**src/hdl/lpqrg_pkg.sv**
```systemverilog
// Shared types, widths and register codes for the lidar quadrilateral ROI gate.
// No dependencies; every other file refers to this package by scoped names.
package lpqrg_pkg;

   localparam int COORD_BITS = 32;
   localparam int INDEX_BITS = 20;
   localparam int HEIGHT_BITS = 16;
   localparam int WORD_BITS = (COORD_BITS < 32) ? COORD_BITS : 32;
   localparam int DIFF_BITS = COORD_BITS + 1;
   localparam int PROD_BITS = 2 * DIFF_BITS;

   localparam int CSR_INDEX_BITS = 3;
   localparam int CSR_DATA_BITS = 64;

   localparam int IN_BITS = 2 * COORD_BITS + HEIGHT_BITS + INDEX_BITS;
   localparam int IN_TDATA_BITS = ((IN_BITS + 7) / 8) * 8;
   localparam int OUT_BITS = 2 * COORD_BITS + HEIGHT_BITS + INDEX_BITS;
   localparam int OUT_TDATA_BITS = ((OUT_BITS + 7) / 8) * 8;

   // Stages from input register to result register
   localparam int PIPE_DEPTH = 4;
   localparam int PIPE_CNT_BITS = $clog2(PIPE_DEPTH + 1);

   typedef logic signed [COORD_BITS-1:0] coord_type;
   typedef logic signed [DIFF_BITS-1:0] diff_type;
   typedef logic signed [PROD_BITS-1:0] prod_type;
   typedef logic signed [HEIGHT_BITS-1:0] height_type;
   typedef logic [INDEX_BITS-1:0] index_type;

   typedef enum logic [CSR_INDEX_BITS-1:0] {
      REG_CORNER_ONE   = 3'd0,
      REG_CORNER_TWO   = 3'd1,
      REG_CORNER_THREE = 3'd2,
      REG_CORNER_FOUR  = 3'd3,
      REG_Z_FLOOR      = 3'd4,
      REG_Z_CEILING    = 3'd5,
      REG_VEHICLE_POS  = 3'd6
   } reg_index_type;

   // Region setup as seen by the datapath, with derived bounds and edge vectors
   typedef struct packed {
      coord_type [3:0] corner_x;
      coord_type [3:0] corner_y;
      diff_type [3:0]  edge_x;
      diff_type [3:0]  edge_y;
      coord_type       min_x;
      coord_type       max_x;
      coord_type       min_y;
      coord_type       max_y;
      height_type      z_floor;
      height_type      z_ceiling;
      coord_type       veh_x;
      coord_type       veh_y;
   } cfg_type;

   // Sign-extend one packed register word to a coordinate
   function automatic coord_type word_to_coord(input logic [WORD_BITS-1:0] w);
      logic signed [WORD_BITS-1:0] ws;
      ws = signed'(w);
      return COORD_BITS'(ws);
   endfunction

endpackage

```
**src/hdl/lpqrg_csr.sv**
```systemverilog
// Configuration registers of the ROI gate plus bounds and edge vectors derived from them.
// Depends on lpqrg_pkg.
module lpqrg_csr (
   input  logic                                clock,
   input  logic                                reset,
   input  logic                                csr_valid,
   output logic                                csr_ready,
   input  logic [lpqrg_pkg::CSR_INDEX_BITS-1:0] csr_index,
   input  logic [lpqrg_pkg::CSR_DATA_BITS-1:0]  csr_data,
   output lpqrg_pkg::cfg_type                   cfg
);

   lpqrg_pkg::coord_type corner_x_ff [4];
   lpqrg_pkg::coord_type corner_y_ff [4];
   lpqrg_pkg::coord_type corner_x_in [4];
   lpqrg_pkg::coord_type corner_y_in [4];
   lpqrg_pkg::height_type z_floor_ff, z_floor_in;
   lpqrg_pkg::height_type z_ceiling_ff, z_ceiling_in;
   lpqrg_pkg::coord_type veh_x_ff, veh_x_in;
   lpqrg_pkg::coord_type veh_y_ff, veh_y_in;

   lpqrg_pkg::diff_type edge_x_ff [4];
   lpqrg_pkg::diff_type edge_y_ff [4];
   lpqrg_pkg::diff_type edge_x_in [4];
   lpqrg_pkg::diff_type edge_y_in [4];
   lpqrg_pkg::coord_type min_x_ff, max_x_ff, min_y_ff, max_y_ff;
   lpqrg_pkg::coord_type min_x_in, max_x_in, min_y_in, max_y_in;

   function automatic lpqrg_pkg::coord_type min2(input lpqrg_pkg::coord_type a,
                                                input lpqrg_pkg::coord_type b);
      return (a < b) ? a : b;
   endfunction

   function automatic lpqrg_pkg::coord_type max2(input lpqrg_pkg::coord_type a,
                                                input lpqrg_pkg::coord_type b);
      return (a > b) ? a : b;
   endfunction

   assign csr_ready = 1'b1;

   always_comb begin
      for (int i = 0; i < 4; i++) begin
         corner_x_in[i] = corner_x_ff[i];
         corner_y_in[i] = corner_y_ff[i];
      end
      z_floor_in = z_floor_ff;
      z_ceiling_in = z_ceiling_ff;
      veh_x_in = veh_x_ff;
      veh_y_in = veh_y_ff;
      if (csr_valid) begin
         unique case (csr_index) inside
            lpqrg_pkg::REG_CORNER_ONE, lpqrg_pkg::REG_CORNER_TWO,
            lpqrg_pkg::REG_CORNER_THREE, lpqrg_pkg::REG_CORNER_FOUR: begin
               corner_x_in[csr_index[1:0]] =
                  lpqrg_pkg::word_to_coord(csr_data[lpqrg_pkg::WORD_BITS-1:0]);
               corner_y_in[csr_index[1:0]] =
                  lpqrg_pkg::word_to_coord(csr_data[32 +: lpqrg_pkg::WORD_BITS]);
            end
            lpqrg_pkg::REG_Z_FLOOR: begin
               z_floor_in = signed'(csr_data[lpqrg_pkg::HEIGHT_BITS-1:0]);
            end
            lpqrg_pkg::REG_Z_CEILING: begin
               z_ceiling_in = signed'(csr_data[lpqrg_pkg::HEIGHT_BITS-1:0]);
            end
            lpqrg_pkg::REG_VEHICLE_POS: begin
               veh_x_in = lpqrg_pkg::word_to_coord(csr_data[lpqrg_pkg::WORD_BITS-1:0]);
               veh_y_in = lpqrg_pkg::word_to_coord(csr_data[32 +: lpqrg_pkg::WORD_BITS]);
            end
            default: begin
               // drop writes to unknown indexes
            end
         endcase
      end
   end

   // Derived values are registered from the stored corners and follow them in the next cycle
   always_comb begin
      for (int i = 0; i < 4; i++) begin
         edge_x_in[i] = lpqrg_pkg::DIFF_BITS'(corner_x_ff[(i + 1) % 4])
                      - lpqrg_pkg::DIFF_BITS'(corner_x_ff[i]);
         edge_y_in[i] = lpqrg_pkg::DIFF_BITS'(corner_y_ff[(i + 1) % 4])
                      - lpqrg_pkg::DIFF_BITS'(corner_y_ff[i]);
      end
      min_x_in = min2(min2(corner_x_ff[0], corner_x_ff[1]), min2(corner_x_ff[2], corner_x_ff[3]));
      max_x_in = max2(max2(corner_x_ff[0], corner_x_ff[1]), max2(corner_x_ff[2], corner_x_ff[3]));
      min_y_in = min2(min2(corner_y_ff[0], corner_y_ff[1]), min2(corner_y_ff[2], corner_y_ff[3]));
      max_y_in = max2(max2(corner_y_ff[0], corner_y_ff[1]), max2(corner_y_ff[2], corner_y_ff[3]));
   end

   always_ff @(posedge clock) begin
      if (reset) begin
         for (int i = 0; i < 4; i++) begin
            corner_x_ff[i] <= '0;
            corner_y_ff[i] <= '0;
            edge_x_ff[i] <= '0;
            edge_y_ff[i] <= '0;
         end
         z_floor_ff <= '0;
         z_ceiling_ff <= '0;
         veh_x_ff <= '0;
         veh_y_ff <= '0;
         min_x_ff <= '0;
         max_x_ff <= '0;
         min_y_ff <= '0;
         max_y_ff <= '0;
      end else begin
         for (int i = 0; i < 4; i++) begin
            corner_x_ff[i] <= corner_x_in[i];
            corner_y_ff[i] <= corner_y_in[i];
            edge_x_ff[i] <= edge_x_in[i];
            edge_y_ff[i] <= edge_y_in[i];
         end
         z_floor_ff <= z_floor_in;
         z_ceiling_ff <= z_ceiling_in;
         veh_x_ff <= veh_x_in;
         veh_y_ff <= veh_y_in;
         min_x_ff <= min_x_in;
         max_x_ff <= max_x_in;
         min_y_ff <= min_y_in;
         max_y_ff <= max_y_in;
      end
   end

   always_comb begin
      for (int i = 0; i < 4; i++) begin
         cfg.corner_x[i] = corner_x_ff[i];
         cfg.corner_y[i] = corner_y_ff[i];
         cfg.edge_x[i] = edge_x_ff[i];
         cfg.edge_y[i] = edge_y_ff[i];
      end
      cfg.min_x = min_x_ff;
      cfg.max_x = max_x_ff;
      cfg.min_y = min_y_ff;
      cfg.max_y = max_y_ff;
      cfg.z_floor = z_floor_ff;
      cfg.z_ceiling = z_ceiling_ff;
      cfg.veh_x = veh_x_ff;
      cfg.veh_y = veh_y_ff;
   end

endmodule

```
**config.mk**
```make
export PLATFORM = sky130hd
export DESIGN_NAME = lpqrg_csr
export DESIGN_NICKNAME = d
export VERILOG_FILES = /design/src/hdl/lpqrg_pkg.sv /design/src/hdl/lpqrg_csr.sv
export SDC_FILE = /design/constraint.sdc
export NUM_CORES = 2
export LEC_CHECK = 0
export BUFFER_PORTS_ARGS = -buffer_cell sky130_fd_sc_hd__buf_2
export CORE_MARGIN = 2
export CORE_UTILIZATION = 30
export DETAILED_ROUTE_END_ITERATION = 8
export GPL_TIMING_DRIVEN = 0
export SYNTH_ARGS = -nofsm -noshare
export SYNTH_HDL_FRONTEND = slang
export SYNTH_SLANG_ARGS = --single-unit
```
**constraint.sdc**
```tcl
create_clock -name clock -period 13.2 [get_ports clock]
set_clock_uncertainty 0.15 [all_clocks]
set_input_delay 2.64 -clock clock [delete_from_list [all_inputs] [get_ports clock]]
set_output_delay 2.64 -clock clock [all_outputs]
set_load 0.05 [all_outputs]
```
==> results.py <==
metrics = {
    "floorplanning": {
        "row_count": 137,
        "start_util_pct": 30.29,
        "die_w_um": 379.6,
        "die_h_um": 379.6,
        "dieArea_um2": 144100,
        "core_um2": 139700,
        "pin_count": 815,
    },
    "yosys": {
        "async_flop_share_pct": 0,
        "ys_ff_latch": 744,
        "synth_edf_count": 0,
        "yosysSeqAreaShare_pct": 35.19,
        "syn_area_um2": 42320,
        "yosys.area.top_type": "dfxtp_1",
        "syn_nets": 5847,
        "yosysWarnings": 0,
        "yosys-top-cells-count": "nand2_1, dfxtp_1, a21oi_1",
        "syn_avg_cell_area_um2": 7.862,
        "synthFlopType": "dfxtp_1",
        "synth_cell_type_count": 89,
        "netlist_instances": 5383,
        "synth_area_leaders": "dfxtp_1, ha_1, nand2_1, a21oi_1, nor2_1",
        "yosysTopAreaCellShare_pct": 35.19,
        "synth.most_common_cell": "nand2_1",
    },
    "setup_path": {
        "r2r_end": "max_x_ff[9]$_SDFF_PP0_",
        "crit_path_start_kind": "register",
        "cp.required_ns": 13.59,
        "crit_fanout": 10,
        "rrSetupSlack_ns": 2.78,
        "reg2regPathDepth": 24,
        "crit_arrival_ns": 10.81,
        "cp-end-kind": "register",
        "crit-reg2reg-launch": "corner_x_ff[2][1]$_SDFFE_PP0P_",
        "startpoint": "corner_x_ff[2][1]$_SDFFE_PP0P_",
        "critPathKind": "reg -> reg",
    },
    "routing": {
        "vias_per_cell": 5.408,
        "drtIter0Drc": 4302,
        "drc": 1,
        "vias": 44620,
        "wl_per_cell_um": 28.16,
        "firstDrtPassIters": 9,
        "totalWireLength_um": 232300,
        "ant_nets": 0,
    },
    "finish": {
        "finalNonFillerCells": 8250,
        "area_delta_synth_final_pct": 22.76,
        "finalCoreUtilization_pct": 37.19,
        "drive_above_1_share_pct": 17.35,
        "layout.nets": 6753,
    },
    "place": {
        "place_inst": 8077,
        "gp_congestion": 0.9794,
        "place.port_buffers": 811,
        "dp_hpwl_um": 188300,
    },
    "timing": {
        "setup_tns_ns": 0,
        "hold_ws_ns": 0.3017,
        "worstMarginPinSlew_ns": 1.466,
        "relSlewSlack_pct": 2.256,
        "period_share_pct": 78.93,
        "slew_violations": 0,
        "layout_min_cycle_time_ns": 10.42,
        "rsz0062_at_grt": "false",
        "hold_viol_final": 0,
        "setup_violations": 0,
        "max_freq_ghz": 0.09598,
    },
    "grt": {
        "use_met3_pct": 5.624,
        "grt_max_degree": 16,
        "grt.busiest_layer": "met2",
        "grtUsageTotal_pct": 30.77,
        "grt_first_pass_wirelength_um": 318500,
        "gr-total-overflow": 0,
        "first_global_vias": 41970,
        "antenna_found_initial": 34,
        "grt_use_met2_pct": 50.78,
        "grt_util_met1_pct": 37.72,
    },
    "clocking": {
        "clk_path_buf_depth": 3,
        "cts-resized-gates": 0,
        "cts_root_buf": "clkbuf_16",
        "cts_setup_buffers": 0,
        "cts_tree": "yes",
        "path_clk_slew_ns": 0.06,
        "cts_buffers": 86,
        "clock_sinks": 744,
        "hold_buffers": 0,
        "clkLatencyLatePin_ns": 0.74,
        "htreeDepth": 3,
    },
    "power_and_ir_drop": {
        "vdd_drop_max_v": 0.0001276,
        "powerDensity_nw_per_um2": 177.8,
        "leakage_nw": 23.36,
    },
    "hold_path": {
        "hold_depth": 2,
        "holdCritStartpoint": "veh_x_ff[9]$_SDFFE_PP0P_",
        "min_to": "veh_x_ff[9]$_SDFFE_PP0P_",
        "worstHoldPathType": "reg -> reg",
    },
    "flow_run": {
        "cap_violations": 0,
    },
    "outcome": {
        "violations": "DRC",
        "status": "finished, violations left",
    },
}
==> placed cells by master (no fill, tap or decap), types with 10 or more instances in the layout <==
cell type  Yosys  routed
nand2_1      934     933
buf_2         15     827
dfxtp_1      744     744
a21oi_1      661     661
nor2_1       496     493
ha_1         386     386
inv_1        304     304
o21ai_0      231     231
clkbuf_1     225     226
a21o_1       156     156
mux2i_1      130     130
a211oi_1     100     100
xnor2_1      100     100
nand3_1       90      89
clkbuf_16      0      87
xor2_1        85      85
nor3_1        73      72
nor2b_1       59      59
o21a_1        58      58
nand4_1       55      55
nand2b_1      51      51
or2_2         38      38
a211oi_2      32      32
a31oi_1       30      30
and3_1        25      25
or3_1         20      20
and2_1        20      20
o21ai_1       16      16
o21bai_1      15      15
clkbuf_8       0      15
o31a_1        14      14
o211ai_1      14      14
inv_6          0      14
diode_2        0      12
and4_1        11      11
buf_1         11      11
mux2_2        10      10
==> sequential cells by signal (all words and copies together) (netlist names), 32 cells and up <==
| signal | cells |
|---|---|
| corner_x_ff | 128 |
| corner_y_ff | 128 |
| edge_x_ff | 132 |
| edge_y_ff | 132 |
| max_x_ff | 32 |
| max_y_ff | 32 |
| min_x_ff | 32 |
| min_y_ff | 32 |
| veh_x_ff | 32 |
| veh_y_ff | 32 |
==> where the power goes <==
| group | switching (mW) | internal [mW] |
|---|---|---|
| Combinational | 2.95 | 0.988 |
| Sequential | 0.146 | 2.55 |
| Clock | 1.11 | 1.49 |
| Total | 4.20 | 5.03 |
==> cells by family after synthesis <==
family	after synthesis	share of synthesized area, %
AND/OR/NAND/NOR	1909	19.53
AO/OA/AOI/OAI	1442	20.97
flip-flops	744	35.19
buffers and inverters	564	5.233
adder cells (fa/ha/maj)	394	11.79
XOR/XNOR	185	3.829
multiplexers	144	3.447
other	1	0.008861
==> worst max-delay path by stage <==
stage                                         end  slack, ns  depth (start not counted)
final                      max_x_ff[9]$_SDFF_PP0_       2.78                         24
after floorplan           min_y_ff[10]$_SDFF_PP0_       7.26                         24
after detailed placement   max_x_ff[2]$_SDFF_PP0_       2.97                         24
after CTS                  max_x_ff[2]$_SDFF_PP0_       2.91                         23
after global placement     max_x_ff[2]$_SDFF_PP0_       2.90                         23
after global routing       max_x_ff[2]$_SDFF_PP0_       2.79                         24
==> routing by layer <==
metal  wire, µm  up-vias
met1      92590    21460
met4      14110       16
li1           -    20440
met2     106900     2233
met3      18640      465
met5        100        -
==> per-stage QoR <==
step                total power, mW  instance area [µm²]  worst slack, ns
floorplan                     5.275                42320            7.261
global placement              6.608                48730            2.898
detailed placement            6.615                48870            2.967
CTS                           9.225                51920            2.914
global route                  9.504                51930            2.794
finish                        9.237                51950            2.781
==> layout make-up <==
type / instances / area [µm²]
Clock buffer: 112 / 2421
Buffer: 260 / 1085
Tap cell: 1876 / 2347
Clock inverter: 49 / 631.9
Fill cell: 14700 / 87750
Antenna cell: 12 / 30.03
Sequential cell: 744 / 14890
Multi-Input combinational cell: 4075 / 25250
Timing Repair Buffer: 818 / 4156
Inverter: 304 / 1141
==> critical path, cell delays in order, from the launching register on <==
cell and delay (ns):
dfxtp_1 0.57, inv_1 0.15, ha_1 0.33, nor2b_1 0.14, o31a_1 0.28, o31ai_1 0.39, a211o_1 0.26, a21o_1 0.20
o21ai_1 0.25, a211oi_2 0.96, clkbuf_1 0.96, a21oi_1 0.34, ha_1 0.44, nand4_1 0.16, nor3_1 0.64, and4_1 0.44
nand3_1 0.16, a211oi_1 1.04, nor3_1 0.15, a31o_2 0.26, o211ai_1 0.39, buf_4 0.31, clkbuf_1 0.64, nor2_1 0.09
a211oi_1 0.50
No activity file was read; power rests on OpenSTA's default activity.
